`config.mk`:
```
export PLATFORM = sky130hd
export DESIGN_NAME = gshare_branch_predictor
export DESIGN_NICKNAME = d
export VERILOG_FILES = /design/src/rtl/core/gbp_pkg.sv /design/src/rtl/core/gbp_ram.sv /design/src/rtl/core/gshare_branch_predictor.sv
export SDC_FILE = /design/constraint.sdc
export NUM_CORES = 2
export LEC_CHECK = 0
export BUFFER_PORTS_ARGS = -buffer_cell sky130_fd_sc_hd__buf_2
export CAP_MARGIN = 20
export CORE_MARGIN = 8
export CORE_UTILIZATION = 60
export DETAILED_ROUTE_END_ITERATION = 16
export GPL_TIMING_DRIVEN = 0
export PLACE_DENSITY_LB_ADDON = 0.05
export SETUP_SLACK_MARGIN = 0.02
export SYNTH_ARGS = -nofsm -noshare
export SYNTH_HDL_FRONTEND = slang
export SYNTH_SLANG_ARGS = --single-unit
```
`constraint.sdc`:
```
create_clock -name i_clk -period 13.55 [get_ports i_clk]
set_input_delay 1.355 -clock i_clk [delete_from_list [all_inputs] [get_ports i_clk]]
set_output_delay 1.355 -clock i_clk [all_outputs]
set_load 0.005 [all_outputs]
```
`src/rtl/core/gbp_pkg.sv`:
```
// Shared constants for the gshare branch predictor: parameter defaults,
// RISC-V branch decode codes and the counter reset value.
// No dependencies.
`default_nettype none

package gbp_pkg;

    // Default geometry. BLOCK_BYTES must be a power of two.
    localparam int unsigned HISTORY_BITS_DEF = 8;
    localparam int unsigned BLOCK_BYTES_DEF  = 16;

    // Width of the index and history result fields.
    localparam int unsigned OUT_W = 8;

    // 32-bit conditional branch: major opcode, and the two funct3 codes that
    // are not branches.
    localparam logic [6:0]  OPC_BRANCH = 7'h63;
    localparam logic [2:0]  F3_RSVD_A  = 3'd2;
    localparam logic [2:0]  F3_RSVD_B  = 3'd3;

    // Compressed C.BEQZ and C.BNEZ match under this mask.
    localparam logic [15:0] C_BR_MASK  = 16'he003;
    localparam logic [15:0] C_BEQZ     = 16'hc001;
    localparam logic [15:0] C_BNEZ     = 16'he001;

    // Instruction sizes in bytes.
    localparam logic [63:0] SIZE_RV    = 64'd4;
    localparam logic [63:0] SIZE_RVC   = 64'd2;

    // Two-bit saturating counter codes.
    localparam logic [1:0]  CTR_MAX    = 2'd3;
    localparam logic [1:0]  CTR_MIN    = 2'd0;
    localparam logic [1:0]  CTR_INIT   = 2'd2;

endpackage

`default_nettype wire

```
`src/rtl/core/gbp_ram.sv`:
```
// Generic simple dual-port RAM: one write port, one read port, registered read.
// Read during a write to the same address returns the old contents.
// No dependencies.
`default_nettype none

module gbp_ram #(
    parameter int unsigned WIDTH = 16,
    parameter int unsigned DEPTH = 256
) (
    input  wire                      i_clk,
    input  wire                      i_we,
    input  wire [$clog2(DEPTH)-1:0]  i_waddr,
    input  wire [WIDTH-1:0]          i_wdata,
    input  wire                      i_re,
    input  wire [$clog2(DEPTH)-1:0]  i_raddr,
    output logic [WIDTH-1:0]         o_rdata
);

    logic [WIDTH-1:0] r_mem [DEPTH];

    always_ff @(posedge i_clk) begin
        if (i_we) begin
            r_mem[i_waddr] <= i_wdata;
        end
        if (i_re) begin
            o_rdata <= r_mem[i_raddr];
        end
    end

endmodule

`default_nettype wire

```
`src/rtl/core/gshare_branch_predictor.sv`:
```
// gshare branch predictor with 2-bit saturating counters, one row of counters
// per hashed index. Depends on gbp_pkg and gbp_ram.
//
//  channel | dir | handshake                 | payload
//  --------+-----+---------------------------+-----------------------------------------
//  in      | in  | i_in_valid / o_in_ready   | i_pc, i_next_pc, i_insn
//  out     | out | o_out_valid / i_out_ready | o_is_cond_branch .. o_history_out (six)
//
// One item per cycle while the output is not stalled; each result passes the counter
// RAM read, then the update stage and output register.
// After reset the counter RAM is cleared to weakly taken, one row per cycle,
// all 2**HISTORY_BITS rows (256 at the defaults), with o_in_ready low.
// A stalled output holds the pipeline; a back-to-back branch to the same row
// reads the counters through a one-entry bypass of the last write.
`default_nettype none

module gshare_branch_predictor #(
    parameter int unsigned HISTORY_BITS = gbp_pkg::HISTORY_BITS_DEF,
    parameter int unsigned BLOCK_BYTES  = gbp_pkg::BLOCK_BYTES_DEF
) (
    input  wire                       i_clk,
    input  wire                       i_rst_n,

    input  wire                       i_in_valid,
    output logic                      o_in_ready,
    input  wire  [63:0]               i_pc,
    input  wire  [63:0]               i_next_pc,
    input  wire  [31:0]               i_insn,

    output logic                      o_out_valid,
    input  wire                       i_out_ready,
    output logic                      o_is_cond_branch,
    output logic                      o_predicted_taken,
    output logic                      o_actual_taken,
    output logic                      o_mispredict,
    output logic [gbp_pkg::OUT_W-1:0] o_table_index,
    output logic [gbp_pkg::OUT_W-1:0] o_history_out
);

    localparam int unsigned HB        = HISTORY_BITS;
    localparam int unsigned BLK_SHIFT = $clog2(BLOCK_BYTES);
    localparam int unsigned EPR       = BLOCK_BYTES / 2;
    localparam int unsigned SUB_W     = BLK_SHIFT - 1;
    localparam int unsigned ROW_W     = 2 * EPR;
    localparam int unsigned ROWS      = 1 << HB;

    // ------------------------------------------------------------------
    // Registers
    // ------------------------------------------------------------------
    logic [HB-1:0]    r_hist;
    logic             r_clr_active;
    logic [HB-1:0]    r_clr_row;

    logic             r_s1_valid;
    logic             r_s1_br;
    logic             r_s1_taken;
    logic [HB-1:0]    r_s1_row;
    logic [SUB_W-1:0] r_s1_sub;
    logic [HB-1:0]    r_s1_hist;

    logic             r_byp_valid;
    logic [HB-1:0]    r_byp_row;
    logic [ROW_W-1:0] r_byp_data;

    logic             r_out_valid;
    logic             r_out_br;
    logic             r_out_pred;
    logic             r_out_taken;
    logic [HB-1:0]    r_out_row;
    logic [HB-1:0]    r_out_hist;

    // ------------------------------------------------------------------
    // Input stage: decode, outcome, hash and history.
    // ------------------------------------------------------------------
    logic            in_acc;
    logic            adv;
    logic [2:0]      f3;
    logic            is_rv_br;
    logic            is_rvc_br;
    logic            is_br;
    logic [63:0]     fall_thru;
    logic            taken;
    logic [HB-1:0]   row;
    logic [SUB_W-1:0] sub;
    logic [HB:0]     hist_shift;

    assign f3        = i_insn[14:12];
    assign is_rv_br  = (i_insn[6:0] == gbp_pkg::OPC_BRANCH)
                    && (f3 != gbp_pkg::F3_RSVD_A) && (f3 != gbp_pkg::F3_RSVD_B);
    assign is_rvc_br = ((i_insn[15:0] & gbp_pkg::C_BR_MASK) == gbp_pkg::C_BEQZ)
                    || ((i_insn[15:0] & gbp_pkg::C_BR_MASK) == gbp_pkg::C_BNEZ);
    assign is_br     = is_rv_br || is_rvc_br;
    assign fall_thru = i_pc + (is_rv_br ? gbp_pkg::SIZE_RV : gbp_pkg::SIZE_RVC);
    assign taken     = is_br && (i_next_pc != fall_thru);

    // Row is ((pc >> 1) / BLOCK_BYTES) ^ history; sub-entry is (pc % BLOCK_BYTES) >> 1.
    assign row        = i_pc[BLK_SHIFT+1 +: HB] ^ r_hist;
    assign sub        = i_pc[BLK_SHIFT-1:1];
    assign hist_shift = {r_hist, taken};

    assign adv        = !r_out_valid || i_out_ready;
    assign o_in_ready = !r_clr_active && (!r_s1_valid || adv);
    assign in_acc     = i_in_valid && o_in_ready;

    // ------------------------------------------------------------------
    // Counter RAM: one row of EPR counters per word.
    // ------------------------------------------------------------------
    logic             ram_we;
    logic [HB-1:0]    ram_waddr;
    logic [ROW_W-1:0] ram_wdata;
    logic [ROW_W-1:0] ram_rdata;
    logic             upd_we;

    gbp_ram #(
        .WIDTH (ROW_W),
        .DEPTH (ROWS)
    ) u_ctr_ram (
        .i_clk   (i_clk),
        .i_we    (ram_we),
        .i_waddr (ram_waddr),
        .i_wdata (ram_wdata),
        .i_re    (in_acc && is_br),
        .i_raddr (row),
        .o_rdata (ram_rdata)
    );

    // ------------------------------------------------------------------
    // Update stage: pick the counter, predict, saturate, write the row back.
    // ------------------------------------------------------------------
    logic [ROW_W-1:0] row_data;
    logic [1:0]       ctr;
    logic [1:0]       ctr_upd;
    logic [ROW_W-1:0] row_upd;

    // The RAM returns old data when the previous branch wrote this row at the
    // same edge that this item was read; the bypass holds that last write.
    assign row_data = (r_byp_valid && (r_byp_row == r_s1_row)) ? r_byp_data : ram_rdata;
    assign ctr      = row_data[{r_s1_sub, 1'b0} +: 2];

    always_comb begin
        if (r_s1_taken) begin
            ctr_upd = (ctr == gbp_pkg::CTR_MAX) ? ctr : ctr + 2'd1;
        end else begin
            ctr_upd = (ctr == gbp_pkg::CTR_MIN) ? ctr : ctr - 2'd1;
        end
    end

    always_comb begin
        row_upd = row_data;
        for (int k = 0; k < EPR; k++) begin
            if (r_s1_sub == SUB_W'(k)) begin
                row_upd[2*k +: 2] = ctr_upd;
            end
        end
    end

    assign upd_we    = r_s1_valid && r_s1_br && adv;
    assign ram_we    = r_clr_active || upd_we;
    assign ram_waddr = r_clr_active ? r_clr_row : r_s1_row;
    assign ram_wdata = r_clr_active ? {EPR{gbp_pkg::CTR_INIT}} : row_upd;

    // Control state
    always_ff @(posedge i_clk) begin
        if (!i_rst_n) begin
            r_hist       <= '0;
            r_clr_active <= 1'b1;
            r_clr_row    <= '0;
            r_s1_valid   <= 1'b0;
            r_byp_valid  <= 1'b0;
            r_out_valid  <= 1'b0;
        end else begin
            if (r_clr_active) begin
                r_clr_row <= r_clr_row + 1'b1;
                if (r_clr_row == {HB{1'b1}}) begin
                    r_clr_active <= 1'b0;
                end
            end
            if (in_acc && is_br) begin
                r_hist <= hist_shift[HB-1:0];
            end
            if (in_acc) begin
                r_s1_valid <= 1'b1;
            end else if (adv) begin
                r_s1_valid <= 1'b0;
            end
            if (upd_we) begin
                r_byp_valid <= 1'b1;
            end
            if (adv) begin
                r_out_valid <= r_s1_valid;
            end
        end
    end

    // Payload registers
    always_ff @(posedge i_clk) begin
        if (in_acc) begin
            r_s1_br    <= is_br;
            r_s1_taken <= taken;
            r_s1_row   <= row;
            r_s1_sub   <= sub;
            r_s1_hist  <= hist_shift[HB-1:0];
        end
        if (upd_we) begin
            r_byp_row  <= r_s1_row;
            r_byp_data <= row_upd;
        end
        if (adv && r_s1_valid) begin
            r_out_br    <= r_s1_br;
            r_out_pred  <= r_s1_br && ctr[1];
            r_out_taken <= r_s1_br && r_s1_taken;
            r_out_row   <= r_s1_br ? r_s1_row : '0;
            r_out_hist  <= r_s1_br ? r_s1_hist : '0;
        end
    end

    assign o_out_valid       = r_out_valid;
    assign o_is_cond_branch  = r_out_br;
    assign o_predicted_taken = r_out_pred;
    assign o_actual_taken    = r_out_taken;
    assign o_mispredict      = r_out_pred ^ r_out_taken;
    assign o_table_index     = gbp_pkg::OUT_W'(r_out_row);
    assign o_history_out     = gbp_pkg::OUT_W'(r_out_hist);

endmodule

`default_nettype wire
```
### After elaboration in Yosys (flattened, before gate mapping)

Memories as Yosys holds them, arrays and structs flattened. A register that Yosys moved wholly into a read port is not among the register bits.
Index checks and enable logic that the tools add are counted.

| cells by class | value |
|---|---|
| $add $sub $neg | 4 |
| equality and inequality tests | 16 |
| shifts and indexed selects | 1 |
| multiplexer cells | 21 |
| bitwise operators | 2 |
| reductions and logical operators | 23 |

Operators with widths:

| operator | number |
|---|---|
| $add A64 B3 Y64 | 1 |
| $ne A64 B64 Y1 | 1 |
| $mux W16 | 2 |
| $mux W2 | 11 |
| $shiftx A16 B5 Y2 | 1 |
| $eq A3 B3 Y1 const B | 4 |
| $logic_and A1 B1 Y1 | 12 |
| $eq A5 B5 Y1 const B | 2 |
| $add A8 B1 Y8 const B | 1 |
| $eq A8 B8 Y1 | 1 |
| $eq A8 B8 Y1 const B | 1 |
| $mux W8 | 1 |
| $xor A8 B8 Y8 | 1 |
| $eq A7 B7 Y1 const B | 1 |
| $eq A3 B2 Y1 const B | 2 |
| $mux W1 | 6 |
| $ne A3 B2 Y1 const B | 2 |
| $logic_or A1 B1 Y1 | 5 |
| $eq A3 B1 Y1 const B | 1 |
| $logic_not A1 Y1 | 3 |
| $logic_not A3 Y1 | 1 |
| $mux W3 | 1 |
| $add A2 B1 Y2 const B | 1 |
| $eq A2 B2 Y1 const B | 1 |
| other kinds (4) | 4 |

| word-level totals | value |
|---|---|
| flip-flop bits (word level) | 84 |
| RAM bits | 4096 |
| bits of input ports | 164 |
| word-level logic and storage cells | 86 |
| memories | 1 |

Memory list:

| memory | words | width | read ports | clocked after memory_dff | write ports | RTL line | RTL |
|---|---|---|---|---|---|---|---|
| u_ctr_ram.r_mem | 256 | 16 | 1 | 1 | 1 | gbp_ram.sv:19 | `logic [WIDTH-1:0] r_mem [DEPTH];` |

### Logic depth before layout (Yosys ltp)

| logic depth | value |
|---|---|
| depth in word-level cells | 9 |
| depth in mapped cells | 15 |
| depth with buffers taken out | 15 |

### Cells and area by module

A second synthesis with hierarchy kept.

| second synthesis, totals | value |
|---|---|
| cells, all modules | 8043 |
| area total of the unflattened synthesis | 165291.0 um^2 |

By module, submodules not included:

| module | times used | cells an instance | area each (um^2) | seq. area each (um^2) |
|---|---|---|---|---|
| gbp_ram | 1 | 7360 | 158874.9 | 123478.4 |
| gshare_branch_predictor | 1 | 683 | 6416.2 | 2292.2 |

### Worst setup path after synthesis

Ideal clock, no wire load.

| timing path | value |
|---|---|
| path kind | register to register |
| from | reg r_s1_row[7] |
| to | mem u_ctr_ram.r_mem[0][12], data pin |
| library setup time | 1462 ps |
| arrival time | 8632 ps |
| slack | 3455 ps |
| cell stages (with the launch flop) | 9 |
| buffers on the path | 0 |
| period minus slack after synthesis | 10095 ps |
| path through | edfxtp_1 > xnor2_1 > nand3_1 > nor3_4 > mux4_2 > a211oi_1 > maj3_1 > mux2_2 > nor2b_1 |

| between the ends | value |
|---|---|
| cells in the longest elaborated chain, start to end | 9 |
| elaborated cells on any way between the ends | 13 |
| classes of those cells | add/sub: 2; eq/ne: 2; shift: 1; mux: 6; reduce/logical: 2 |

Ends and longest elaborated chain:

| item | RTL line | RTL |
|---|---|---|
| start, declared | gshare_branch_predictor.sv:57 | `logic [HB-1:0] r_s1_row;` |
| start signal, assigned | gshare_branch_predictor.sv:200 | `r_s1_row <= row;` |
| $eq A8 B8 Y1 * | gshare_branch_predictor.sv:137 | `assign row_data = (r_byp_valid && (r_byp_row == r_s1_row)) ? r_byp_data : ram_rdata;` |
| $logic_and A1 B1 Y1 * | gshare_branch_predictor.sv:137 |  |
| $mux W16 * | gshare_branch_predictor.sv:137 |  |
| $shiftx A16 B5 Y2 | gshare_branch_predictor.sv:138 | `assign ctr = row_data[{r_s1_sub, 1'b0} +: 2];` |
| $sub A2 B1 Y2 (tied with other cells) | gshare_branch_predictor.sv:144 | `ctr_upd = (ctr == gbp_pkg::CTR_MIN) ? ctr : ctr - 2'd1;` |
| $mux W2, on equally long branches | gshare_branch_predictor.sv:144, gshare_branch_predictor.sv:142 |  |
| $mux W2 | gshare_branch_predictor.sv:141 | `if (r_s1_taken) begin` |
| $mux W2 * | gshare_branch_predictor.sv:151 | `if (r_s1_sub == SUB_W'(k)) begin` |
| net row_upd[12] | gshare_branch_predictor.sv:133 | `logic [ROW_W-1:0] row_upd;` |
| $mux W16 * | gshare_branch_predictor.sv:160 | `assign ram_wdata = r_clr_active ? {EPR{gbp_pkg::CTR_INIT}} : row_upd;` |
| net ram_wdata[12] | gshare_branch_predictor.sv:110 | `logic [ROW_W-1:0] ram_wdata;` |
| end, declared | gbp_ram.sv:19 |  |

Mark *: on every way through the listed nets, which the timed path passes. The rest lies on a longest branch.

### Worst setup path after layout

| timing path | value |
|---|---|
| from | in i_pc[5] |
| to | reg u_ctr_ram.o_rdata[11], read port of u_ctr_ram.r_mem, data pin |

| between the ends | value |
|---|---|
| cells in the longest elaborated chain, start to end | 1 |

Ends and longest elaborated chain:

| item | RTL line | RTL |
|---|---|---|
| start, declared | gshare_branch_predictor.sv:26 | `input wire [63:0] i_pc,` |
| $xor A8 B8 Y8 | gshare_branch_predictor.sv:97 | `assign row = i_pc[BLK_SHIFT+1 +: HB] ^ r_hist;` |
| end, declared | gbp_ram.sv:16 | `output logic [WIDTH-1:0] o_rdata` |

Every way passes these cells.
A chain may end at the register's enable or synchronous reset.

==> flow_summary.ini <==
[outcome]
outcome = completed

[clock_network]
cts_resized = 0
cts_buffer_depth = 4
clk_pin_slew_ns = 0.06
htree_levels = 5
clk_latency_ns = 1.01
post_cts_buffers = 0
tritoncts = built
root_buffer = clkbuf_16
hold_buffers = 0
cts_buffers = 410
clock-sinks = 4195

[pwr]
p_leak_nw = 52.5
vdd_drop_max_mv = 0.150
total_power_mw = 26.2
pwr_density_cell_nw_per_um2 = 139

[place]
hpwl_um = 319000
routabilityCongestion = 1.03
placed_cell_area_um2 = 175000
port-buffer-count = 159
placed_cells_incl_taps = 11200

[worst_setup_path]
timing.rr.end = u_ctr_ram.o_rdata[11]$_DFFE_PP_
crit_type = in -> reg
arrival_ns = 6.66
worstSetupStartpointType = primary input
r2r_slack_ns = 7.65
crit_path_end_kind = register
required_ns = 14.26
reg2reg_from = r_hist[0]$_SDFFE_PN0P_
reg2reg_depth = 10
path_max_fanout = 10

[timing]
tns_ns = 0
worstMarginPinSlew_ns = 1.31
period_share_pct = 44.0
finalClockSkew_ns = 0.0860
setup_viol = 0
fmax_mhz = 168
slew_viol_final = 0
grt_setup_unrepaired = no
finalHoldViolCount = 0
period_minus_slack_ns = 5.96
slew_headroom_pct = 12.3

[floorplan]
chipWidth_um = 538
fp-row-count = 191
design.core.area_um2 = 271000
dieArea_um2 = 289000
io_pins = 186
die_h_um = 538
start_util_pct = 60.3

[global_route]
use_met3_pct = 7.69
grt_antenna_before_repair = 39
grt_max_degree = 86
gr-usage-met2_pct = 47.7
grt_use_met1_pct = 44.9
grt.busiest_layer = met2
grt_pass1_vias = 80700
overflow = 0
track_usage_pct = 31.5
grt_pass1_wl_um = 631000

[hold_path]
hold_path_startpoint = r_s1_valid$_SDFFE_PN0P_
hp-class = reg -> reg
hold_depth = 2
holdPathEnd = r_s1_valid$_SDFFE_PN0P_

[route]
avgViaCountPerCell = 6.81
dr.pass1.iters = 6
via_count = 81900
wl_um = 455000
wl_per_cell_um = 37.9
ant_nets = 0
drtIter0Drc = 11500
drc = 0

[yosys]
netlist_top_cells_count = edfxtp_1, mux4_2, nand2_1
ys_seq_elements = 4195
synth_edf_count = 4175
ys_types = 71
synthTopCellsByArea = edfxtp_1, mux4_2, nand2_1
yosysMostFrequentCell = edfxtp_1
yosys.area.top_type_share_pct = 76.8
ys_seq_area_share_pct = 77.0
ys.flop_type = edfxtp_1
syn_area_per_cell_um2 = 22.7
syn_inst = 7194
synth_area_leader_cell = edfxtp_1
synthArstFlopShare_pct = 0
synth_warnings = 0
netlist_area_um2 = 163000
syn_nets = 7362

[final_layout]
final_cell_area_um2 = 189000
nFillCells = 16200
syn2layout_area_growth_pct = 15.5
layout-drive-gt1-share_pct = 33.3
nets = 8258
instances_no_fill = 12000

[flow_run]
drv_cap = 0
## how the worst max path moves through the flow
stage | startpoint | end | slack [ns] | depth (start not counted)
3_5_place_dp | i_pc[6] | u_ctr_ram.o_rdata[11]$_DFFE_PP_ | 6.08 | 11
5_1_grt | i_pc[5] | u_ctr_ram.o_rdata[11]$_DFFE_PP_ | 7.70 | 11
2_1_floorplan | r_s1_row[7]$_DFFE_PP_ | u_ctr_ram.r_mem[0][12]$_DFFE_PP_ | 3.46 | 8
6_report | i_pc[5] | u_ctr_ram.o_rdata[11]$_DFFE_PP_ | 7.59 | 11
3_3_place_gp | r_s1_row[6]$_DFFE_PP_ | u_ctr_ram.r_mem[77][6]$_DFFE_PP_ | -7.08 | 8
4_1_cts | i_pc[6] | u_ctr_ram.o_rdata[11]$_DFFE_PP_ | 7.13 | 11
## layout by cell type (no fill, tap or decap), types with 69 or more instances in the layout
cell,netlist,final
buf_2,121,281
nand2_1,359,359
buf_8,0,195
clkbuf_16,0,416
clkinv_1,1,83
nor2_2,0,257
xnor2_1,75,74
nand3_1,160,160
mux4_2,1281,1281
clkinv_2,0,69
clkbuf_1,188,254
edfxtp_1,4175,4175
## where the power goes
group,switching [mW],internal [mW],total [mW]
registers,0.00293,14.1,14.1
logic,0.539,0.288,0.828
clock network,4.85,6.49,11.3
total,5.40,20.8,26.2
## cells by family (layout without fill, tap and decap cells)
group                      Yosys count  in the layout  share of synthesized area [%]
AOI/OAI and AO/OA                  117            117                          0.500
xor gates and xnor gates           109            109                          0.589
adders and majority gates            6              6                         0.0483
buffers and inverters              394           1630                           1.00
DFF                               4195           4195                           77.0
muxes                             1319           1319                           17.9
other                                0             11                              0
and+or+nand+nor                   1054           1054                           2.93
## cell type report
type / instances / area (um2) / share of cell area [%]
Antenna cell: 11 / 27.5 / 0.0146
Buffer: 369 / 1580 / 0.837
Clock buffer: 508 / 10800 / 5.70
Clock inverter: 244 / 2530 / 1.34
Inverter: 25 / 93.8 / 0.0498
Multi-Input combinational cell: 2605 / 36700 / 19.4
Sequential cell: 4195 / 126000 / 66.7
Tap cell: 3570 / 4470 / 2.37
Timing Repair Buffer: 484 / 6640 / 3.52
## metal layers
layer  wire (um)  up-vias  share of wire [%]
met5          82        -              0.018
met4       23200       12                5.1
met3       51600      815                 11
met2      209000     5013                 46
met1      171000    43700                 38
li1            -    32300                  -
## critical path: stages
cell and delay (ns):
buf_4 0.15, xnor2_2 0.60, buf_2 0.62, clkbuf_2 0.72
buf_2 0.59, mux4_2 0.60, mux4_2 0.60, nand2_1 0.12
nand3_1 0.47, nand4_1 0.53, nor2_1 0.24
## registers in the layout, summed over array words and instances, names as in the netlist, 3 cells and up
name,flops
r_clr_row,8
r_s1_row,8
r_byp_data,16
u_ctr_ram.o_rdata,16
o_history_out,8
r_s1_hist,8
u_ctr_ram.r_mem,4096
r_byp_row,8
o_table_index,8
r_hist,8
r_s1_sub,3
## through the flow
step	worst slack (ns)	hold WS, ns	utilization, %
after floorplan	3.46	0.454	-
after global placement	-7.08	0.467	62.3
after detailed placement	6.08	0.481	64.7
after CTS	7.13	0.493	69.6
after global routing	7.70	0.519	69.6
final	7.59	0.496	69.6
Power figures use the tool's default switching activity.
